**src/rtl/core/ssdr_pkg.sv**
```systemverilog
// ----------------------------------------------------------------------------
// ssdr_pkg: shared types and constants of the seven-segment digit reader
// Segment bit positions, digit codes, register indexes and the flag decoder.
// ----------------------------------------------------------------------------
package ssdr_pkg;

  localparam int MaxSideDefault = 255;

  localparam int CfgIndexW = 2;
  localparam int CfgDataW  = 16;
  localparam int SideW     = 8;
  localparam int AreaW     = 16;
  localparam int PixelW    = 8;
  localparam int CodeW     = 4;
  localparam int SegW      = 7;

  localparam logic [PixelW-1:0] PIXEL_LIT = 8'd255;

  localparam logic [SideW-1:0]    WIDTH_RESET = 8'd1;
  localparam logic [SideW-1:0]    HEIGHT_RESET = 8'd1;
  localparam logic [AreaW-1:0]    AREA_LIMIT_RESET = 16'd190;

  typedef enum logic [CfgIndexW-1:0] {
    REG_REGION_WIDTH  = 2'd0,
    REG_REGION_HEIGHT = 2'd1,
    REG_NARROW_LIMIT  = 2'd2,
    REG_UNUSED        = 2'd3
  } cfg_reg_e;

  localparam logic [SegW-1:0] SEG_A = 7'h01;
  localparam logic [SegW-1:0] SEG_B = 7'h02;
  localparam logic [SegW-1:0] SEG_C = 7'h04;
  localparam logic [SegW-1:0] SEG_D = 7'h08;
  localparam logic [SegW-1:0] SEG_E = 7'h10;
  localparam logic [SegW-1:0] SEG_F = 7'h20;
  localparam logic [SegW-1:0] SEG_G = 7'h40;
  localparam logic [SegW-1:0] SEG_ALL = 7'h7F;

  localparam logic [CodeW-1:0] DIGIT_ONE   = 4'd1;
  localparam logic [CodeW-1:0] DIGIT_TWO   = 4'd2;
  localparam logic [CodeW-1:0] DIGIT_THREE = 4'd3;
  localparam logic [CodeW-1:0] DIGIT_FOUR  = 4'd4;
  localparam logic [CodeW-1:0] DIGIT_FIVE  = 4'd5;
  localparam logic [CodeW-1:0] DIGIT_SIX   = 4'd6;
  localparam logic [CodeW-1:0] DIGIT_SEVEN = 4'd7;
  localparam logic [CodeW-1:0] DIGIT_EIGHT = 4'd8;
  localparam logic [CodeW-1:0] DIGIT_NINE  = 4'd9;
  localparam logic [CodeW-1:0] DIGIT_ERROR = 4'd10;

  function automatic logic [CodeW-1:0] decode_flags(input logic [SegW-1:0] s);
    logic [CodeW-1:0] code;
    case (s)
      SEG_A | SEG_B | SEG_D | SEG_E | SEG_G:         code = DIGIT_TWO;
      SEG_A | SEG_B | SEG_C | SEG_D | SEG_G:         code = DIGIT_THREE;
      SEG_B | SEG_C | SEG_F | SEG_G:                 code = DIGIT_FOUR;
      SEG_A | SEG_C | SEG_D | SEG_F | SEG_G:         code = DIGIT_FIVE;
      SEG_A | SEG_C | SEG_D | SEG_E | SEG_F | SEG_G: code = DIGIT_SIX;
      SEG_A | SEG_B | SEG_C | SEG_D:                 code = DIGIT_SEVEN;
      SEG_A | SEG_B | SEG_C:                         code = DIGIT_SEVEN;
      SEG_ALL:                                       code = DIGIT_EIGHT;
      SEG_A | SEG_B | SEG_C | SEG_D | SEG_F | SEG_G: code = DIGIT_NINE;
      default:                                       code = DIGIT_ERROR;
    endcase
    return code;
  endfunction

endpackage

```
**src/rtl/core/seven_segment_digit_reader_top.sv**
```systemverilog
// ----------------------------------------------------------------------------
// seven_segment_digit_reader_top: crossing-line seven-segment digit reader
// Scans a binarized digit region in raster order and emits one digit word
// per region, at the word marked last.
// ----------------------------------------------------------------------------
//  channel   | dir | tdata (low bit up)                    | tlast
//  ----------+-----+---------------------------------------+------------
//  s_axis    | in  | [7:0] pixel_value                     | region_end
//  m_axis    | out | [3:0] digit_code, [10:4] segment_flags| -
//  cfg       | in  | we / 2-bit index / 16-bit data        | -
//
//  One pixel word per cycle, sustained but for the stall below. The digit
//  word is valid in the cycle after the edge that moves the last pixel word
//  from the input register through scan/decode into the output register.
//  Input stalls only while a region's last word sits in the input register
//  and the previous result is still unread in the output register.
//  Reset: width 1, height 1, narrow limit 190, derived lines zero, counters
//  and flags clear. No clearing pass.
// ----------------------------------------------------------------------------
module seven_segment_digit_reader_top #(
  parameter int MAX_SIDE = ssdr_pkg::MaxSideDefault
) (
  input  logic                           clk_i,
  input  logic                           rst_ni,
  // cfg write port
  input  logic                           cfg_we_i,
  input  logic [ssdr_pkg::CfgIndexW-1:0] cfg_index_i,
  input  logic [ssdr_pkg::CfgDataW-1:0]  cfg_data_i,
  // pixel stream
  input  logic                           s_axis_tvalid_i,
  output logic                           s_axis_tready_o,
  input  logic [7:0]                     s_axis_tdata_i,  // [7:0] pixel_value
  input  logic                           s_axis_tlast_i,  // region_end
  // digit stream
  output logic                           m_axis_tvalid_o,
  input  logic                           m_axis_tready_i,
  output logic [15:0]                    m_axis_tdata_o   // [3:0] digit_code,
                                                          // [10:4] segment_flags
);

  localparam int RowW = $clog2(MAX_SIDE + 1);
  localparam int CmpW = (RowW > ssdr_pkg::SideW) ? RowW : ssdr_pkg::SideW;
  localparam int SW   = ssdr_pkg::SideW;
  localparam int SegW = ssdr_pkg::SegW;

  // configuration and derived lines
  logic [SW-1:0]                  width_q, height_q;
  logic [ssdr_pkg::AreaW-1:0]     limit_q;
  logic [SW-1:0]                  half_q, upper_q, lower_q;
  logic [16:0]                    upper_prod;
  logic [16:0]                    lower_prod;
  ssdr_pkg::cfg_reg_e             cfg_sel;

  // x / 3 == (x * 171) >> 9 holds exactly for x < 512
  assign upper_prod = 17'(cfg_data_i[SW-1:0]) * 17'd171;
  assign lower_prod = 17'({cfg_data_i[SW-1:0], 1'b0}) * 17'd171;
  assign cfg_sel    = ssdr_pkg::cfg_reg_e'(cfg_index_i);

  always_ff @(posedge clk_i or negedge rst_ni) begin
    if (!rst_ni) begin
      width_q  <= ssdr_pkg::WIDTH_RESET;
      height_q <= ssdr_pkg::HEIGHT_RESET;
      limit_q  <= ssdr_pkg::AREA_LIMIT_RESET;
      half_q   <= '0;
      upper_q  <= '0;
      lower_q  <= '0;
    end else if (cfg_we_i) begin
      unique case (cfg_sel)
        ssdr_pkg::REG_REGION_WIDTH: begin
          width_q <= cfg_data_i[SW-1:0];
          half_q  <= {1'b0, cfg_data_i[SW-1:1]};
        end
        ssdr_pkg::REG_REGION_HEIGHT: begin
          height_q <= cfg_data_i[SW-1:0];
          upper_q  <= upper_prod[9 +: SW];
          lower_q  <= lower_prod[9 +: SW];
        end
        ssdr_pkg::REG_NARROW_LIMIT: begin
          limit_q <= cfg_data_i;
        end
        default: ;
      endcase
    end
  end

  // input register
  logic in_valid_q, lit_q, last_q;
  logic advance;
  logic out_valid_q;

  assign advance         = in_valid_q && (!last_q || !out_valid_q || m_axis_tready_i);
  assign s_axis_tready_o = !in_valid_q || advance;

  always_ff @(posedge clk_i or negedge rst_ni) begin
    if (!rst_ni) begin
      in_valid_q <= 1'b0;
    end else if (s_axis_tvalid_i && s_axis_tready_o) begin
      in_valid_q <= 1'b1;
    end else if (advance) begin
      in_valid_q <= 1'b0;
    end
  end

  always_ff @(posedge clk_i) begin
    if (s_axis_tvalid_i && s_axis_tready_o) begin
      lit_q  <= s_axis_tdata_i == ssdr_pkg::PIXEL_LIT;
      last_q <= s_axis_tlast_i;
    end
  end

  // scan position and segment flags
  logic [RowW-1:0] row_q, row_d;
  logic [SW-1:0]   col_q, col_d;
  logic [SegW-1:0] flags_q, flags_d, hit, flags_new;
  logic [CmpW-1:0] r_ext;
  logic            on_half, left;

  assign r_ext   = CmpW'(row_q);
  assign on_half = col_q == half_q;
  assign left    = col_q < half_q;

  always_comb begin
    hit = '0;
    if (lit_q && r_ext < CmpW'(height_q)) begin
      if (on_half) begin
        if (r_ext < CmpW'(upper_q)) begin
          hit = hit | ssdr_pkg::SEG_A;
        end else if (r_ext > CmpW'(upper_q) && r_ext < CmpW'(lower_q)) begin
          hit = hit | ssdr_pkg::SEG_G;
        end else begin
          hit = hit | ssdr_pkg::SEG_D;
        end
      end
      if (r_ext == CmpW'(upper_q)) begin
        hit = hit | (left ? ssdr_pkg::SEG_F : ssdr_pkg::SEG_B);
      end
      if (r_ext == CmpW'(lower_q)) begin
        hit = hit | (left ? ssdr_pkg::SEG_E : ssdr_pkg::SEG_C);
      end
    end
  end

  assign flags_new = flags_q | hit;

  always_comb begin
    row_d   = row_q;
    col_d   = col_q;
    flags_d = flags_q;
    if (advance) begin
      if ({1'b0, col_q} + 9'd1 >= {1'b0, width_q}) begin
        col_d = '0;
        if (row_q < RowW'(MAX_SIDE)) begin
          row_d = row_q + RowW'(1);
        end
      end else begin
        col_d = col_q + SW'(1);
      end
      flags_d = flags_new;
      if (last_q) begin
        row_d   = '0;
        col_d   = '0;
        flags_d = '0;
      end
    end
  end

  always_ff @(posedge clk_i or negedge rst_ni) begin
    if (!rst_ni) begin
      row_q   <= '0;
      col_q   <= '0;
      flags_q <= '0;
    end else begin
      row_q   <= row_d;
      col_q   <= col_d;
      flags_q <= flags_d;
    end
  end

  // decode and output register
  logic [ssdr_pkg::CodeW-1:0] code;
  logic [ssdr_pkg::CodeW-1:0] out_code_q;
  logic [SegW-1:0]            out_flags_q;

  ssdr_decoder u_decoder (
    .region_width_i      (width_q),
    .region_height_i     (height_q),
    .narrow_area_limit_i (limit_q),
    .segment_flags_i     (flags_new),
    .digit_code_o        (code)
  );

  always_ff @(posedge clk_i or negedge rst_ni) begin
    if (!rst_ni) begin
      out_valid_q <= 1'b0;
    end else if (advance && last_q) begin
      out_valid_q <= 1'b1;
    end else if (m_axis_tready_i) begin
      out_valid_q <= 1'b0;
    end
  end

  always_ff @(posedge clk_i) begin
    if (advance && last_q) begin
      out_code_q  <= code;
      out_flags_q <= flags_new;
    end
  end

  assign m_axis_tvalid_o = out_valid_q;
  assign m_axis_tdata_o  = {5'b0, out_flags_q, out_code_q};

endmodule

```
**src/rtl/core/ssdr_decoder.sv**
```systemverilog
// ----------------------------------------------------------------------------
// ssdr_decoder: digit decision for one finished region
// Narrow regions read as one; otherwise the lit flags go through the table.
// ----------------------------------------------------------------------------
module ssdr_decoder (
  input  logic [ssdr_pkg::SideW-1:0] region_width_i,
  input  logic [ssdr_pkg::SideW-1:0] region_height_i,
  input  logic [ssdr_pkg::AreaW-1:0] narrow_area_limit_i,
  input  logic [ssdr_pkg::SegW-1:0]  segment_flags_i,
  output logic [ssdr_pkg::CodeW-1:0] digit_code_o
);

  logic [ssdr_pkg::AreaW-1:0] area;
  logic                       narrow;

  assign area   = ssdr_pkg::AreaW'(region_width_i) * ssdr_pkg::AreaW'(region_height_i);
  assign narrow = area < narrow_area_limit_i;

  always_comb begin
    if (narrow) begin
      digit_code_o = ssdr_pkg::DIGIT_ONE;
    end else begin
      digit_code_o = ssdr_pkg::decode_flags(segment_flags_i);
    end
  end

endmodule

```
**config.mk**
```make
export PLATFORM = sky130hd
export DESIGN_NAME = seven_segment_digit_reader_top
export DESIGN_NICKNAME = d
export VERILOG_FILES = /design/src/rtl/core/ssdr_pkg.sv /design/src/rtl/core/seven_segment_digit_reader_top.sv /design/src/rtl/core/ssdr_decoder.sv
export SDC_FILE = /design/constraint.sdc
export NUM_CORES = 1
export LEC_CHECK = 0
export ABC_CLOCK_PERIOD_IN_PS = 5310
export BUFFER_PORTS_ARGS = -buffer_cell sky130_fd_sc_hd__buf_4
export CAP_MARGIN = 20
export CORE_MARGIN = 1
export CORE_UTILIZATION = 45
export CTS_CLUSTER_SIZE = 24
export DETAILED_ROUTE_END_ITERATION = 6
export SLEW_MARGIN = 0
export SYNTH_ARGS = -nofsm -noshare
export SYNTH_HDL_FRONTEND = slang
export SYNTH_HIERARCHICAL = 1
export SYNTH_SLANG_ARGS = --single-unit
```
**constraint.sdc**
```tcl
create_clock -name clk_i -period 5.31 [get_ports clk_i]
set_clock_uncertainty 0.2 [all_clocks]
set_input_delay 0.531 -clock clk_i [delete_from_list [all_inputs] [get_ports clk_i]]
set_output_delay 0.531 -clock clk_i [all_outputs]
set_load 0.01 [all_outputs]
```
==> run_results.csv <==
group,metric,value,unit
synthesis,ys_ff_latch,78,
sta,fmax,186,MHz
job,cap_violations,0,
cells_and_area,num-nets-final,1166,
synthesis,ys_async_sr_fraction,83.3,%
outcome,violations,"negative setup slack",
clock_network,clk_pin_slew_worst_paths,0.07,ns
route,drt_pre_antenna_iters,5,
clock_network,clock_latency,0.35,ns
route,dr.first_iter.drc_count,337,
die,start_util,46.4,%
synthesis,synth_edf_count,13,
sta,finalCritPeriodShare,101,%
die,die_h,136,um
global_routing,grt_max_degree,66,
synthesis,yosysUniqueCellTypes,81,
sta,timing.final.ws_setup,-0.0577,ns
sta,holdWs,0.0957,ns
critical_path,cp.required,5.22,ns
global_routing,grt_usage,21.5,%
critical_path,cp-end-kind,"flop",
clock_network,ctsRootBufferMaster,"clkbuf_16",
pwr,p_per_area,453,mW/mm^2
cells_and_area,utilization,55.2,%
pwr,power.share.switching,43.5,%
die,io_pins,50,
placed_design,pre_cts_slack,-0.272,ns
pwr,p_sw,1.90,mW
sta,finalSetupViolCount,3,
synthesis,yosys_warnings,6,
pwr,power,4.37,mW
placed_design,hpwl,14100,um
sta,hold_violations,0,
synthesis,synthesis.area,0.00812,sq mm
cells_and_area,diodes,0,
global_routing,grt_pass1_wl,31400,um
synthesis,syn_inst,859,
sta,rsz0062_at_grt,"yes",
clock_network,cts_max_path_buffers,2,
sta,setup_tns,-0.108,ns
global_routing,grt_pass1_vias,6427,
sta,min_period,5.37,ns
critical_path,cp-start-kind,"flop",
min_path,worst_hold_path_type,"input pin to asynchronous set/reset pin",
synthesis,ys.flop_type,"dfrtp_1",
clock_network,htreeDepth,3,
route,vias_per_cell,5.39,
pwr,pwr-share-clk,14.1,%
route,vias,6390,
die,coreArea,0.0175,sq mm
critical_path,critPathArrivalTime,5.28,ns
outcome,status,"finished with violations",
synthesis,yosysSeqAreaShare,25.0,%
critical_path,path_class,"flop to flop",
synthesis,syn_avg_cell_area,9.45,sq um
global_routing,overflow,0,
cells_and_area,nFillCells,1584,
route,wl_per_cell,15.3,um
route,routed_wl,18200,um
sta,slew_viol_final,0,
clock_network,numCtsBuffers,9,
route,postRouteAntennaNets,0,
die,num_rows,48,
pwr,leakagePower,4.81,nW
critical_path,cp_max_fo,5,
die,die_width,136,um
pwr,internal_power,2.47,mW
pwr,seq_power_share,19.6,%
global_routing,antenna_found_initial,0,
route,drc,0,
clock_network,cts_tree,"done",
die,die-area,0.0186,sq mm
cells_and_area,final_layout_size_suffix_gt1_share,23.3,%
placed_design,gp_congestion,0.861,
pwr,combPwrFrac,66.3,%
cells_and_area,area_delta_synth_final,19.0,%
cells_and_area,mostFrequentLayoutCells,"120 x inv_1, 120 x ha_1, 95 x buf_4",
pwr,irDropWorstVdd,0.314,mV
clock_network,cts_num_sinks,78,
sta,slew-limit-headroom,35.3,%
placed_design,placement.io_buffers,44,
sta,tightest_slew,0.968,ns
==> final cells by class <==
class                           count  area [sq um]  area share [%]
Clock buffer                        9           225            2.33
Clock inverter                      7          65.1           0.674
Inverter                          129           484            5.01
Multi-Input combinational cell    636          5780            59.9
Sequential cell                    78          2030            21.1
Tap cell                          225           282            2.92
Timing Repair Buffer              101           781            8.09
==> synth_stat cells, types with 5 or more instances <==
cell type / number / share of area [%]
a21o_1: 14 / 1.3
a22o_1: 10 / 1.1
o21ai_0: 41 / 2.5
dfstp_2: 8 / 2.6
edfxtp_1: 13 / 4.8
a21oi_1: 33 / 2.0
ha_1: 131 / 20
nor2b_1: 11 / 0.85
dfrtp_1: 57 / 18
mux2_2: 15 / 2.1
fa_1: 48 / 12
o21bai_1: 5 / 0.46
inv_1: 127 / 5.9
or3_1: 5 / 0.39
and2_1: 48 / 3.7
nand4_1: 14 / 1.1
a31oi_1: 5 / 0.39
nand3_1: 28 / 1.7
and2_2: 7 / 0.65
a211oi_1: 5 / 0.46
buf_4: 6 / 0.55
xnor2_1: 11 / 1.2
xor2_1: 14 / 1.5
clkbuf_1: 12 / 0.55
a21boi_0: 6 / 0.55
o31ai_1: 7 / 0.65
and3_1: 14 / 1.1
nor2_1: 19 / 0.88
o211ai_1: 8 / 0.74
nand2_1: 65 / 3.0
==> worst paths after layout <==
check	startpoint	end	slack (ns)	cells after the start
setup reg to reg	width_q[4]$_DFFE_PN0P_	out_code_q[1]$_DFFE_PP_	-0.06	20
min in group clk_i	s_axis_tlast_i	last_q$_DFFE_PP_	0.15	1
setup / recovery	width_q[4]$_DFFE_PN0P_	out_code_q[1]$_DFFE_PP_	-0.06	20
max in group asynchronous	rst_ni	width_q[4]$_DFFE_PN0P_	4.18	1
hold reg to reg	flags_q[1]$_DFFE_PN0P_	flags_q[1]$_DFFE_PN0P_	0.27	2
hold / removal	rst_ni	limit_q[10]$_DFFE_PN0P_	0.1	1
==> state kept, by name (all words and copies together), names as in the netlist <==
register and flops:
last_q 1, col_q 8, height_q 8, r_ext 8
lower_q 8, width_q 8, out_code_q 4, out_flags_q 7
limit_q 16, in_valid_q 1, flags_q 7, m_axis_tvalid_o 1
lit_q 1
==> power by group through the flow <==
| stage | registers (mW) | logic, mW | clock network, mW |
|---|---|---|---|
| 4_1_cts | 0.857 | 2.82 | 0.635 |
| 6_report | 0.856 | 2.90 | 0.619 |
| 3_5_place_dp | 0.865 | 2.57 | 0 |
| 2_1_floorplan | 0.833 | 1.80 | 0 |
| 5_1_grt | 0.875 | 3.28 | 0.660 |
| 3_3_place_gp | 0.862 | 2.54 | 0 |
==> routing by layer <==
layer / vias up / GRT usage, % / wire, um
li1: 3182 / - / -
met1: 3091 / 30.1 / 8810
met2: 97 / 34.9 / 8470
met3: 20 / 2.76 / 574
met4: 0 / 5.74 / 301
met5: - / 0 / 0
==> worst max-delay path: stages, from the launching register on <==
cell      delay, ns
dfrtp_2        0.44
buf_4          0.15
and2_1         0.14
fa_1           0.50
fa_1           0.43
fa_1           0.49
inv_1          0.05
fa_1           0.49
inv_2          0.05
ha_4           0.24
a21oi_2        0.13
o21ai_2        0.09
a31o_4         0.25
o41a_1         0.32
nand2_2        0.10
ha_4           0.20
nand4_1        0.11
buf_4          0.12
a21oi_1        0.03
a2111o_1       0.41
a21boi_2       0.20
==> timing repair <==
action / 4_1_cts / 5_1_grt
setup endpoints to repair: 4 / 4
hold buffers: 0 / 0
buffers inserted: 7 / 4
cloned: 0 / 0
resized for setup: 45 / 25
pin swaps: 51 / 39
==> kinds of logic (layout without fill, tap and decap cells) <==
logic type / Yosys count / after routing / share of synthesized area [%]
XOR/XNOR: 25 / 25 / 2.70
AO/OA/AOI/OAI: 170 / 170 / 14.4
buffers and inverters: 149 / 246 / 7.28
flip-flops: 78 / 78 / 25.0
multiplexers: 18 / 18 / 2.51
other: 1 / 5 / 0.0462
AND/OR/NAND/NOR: 239 / 239 / 16.1
adder cells (fa/ha/maj): 179 / 179 / 32.0
==> per-stage QoR <==
step / cell area (sq um) / cells
after CTS: 9530 / 1181
after global placement: 9010 / 1158
after floorplan: 8160 / 863
after detailed placement: 9010 / 1158
after global routing: 9660 / 1185
final: 9660 / 1185
Note: power is estimated with default switching activity, not from simulation.
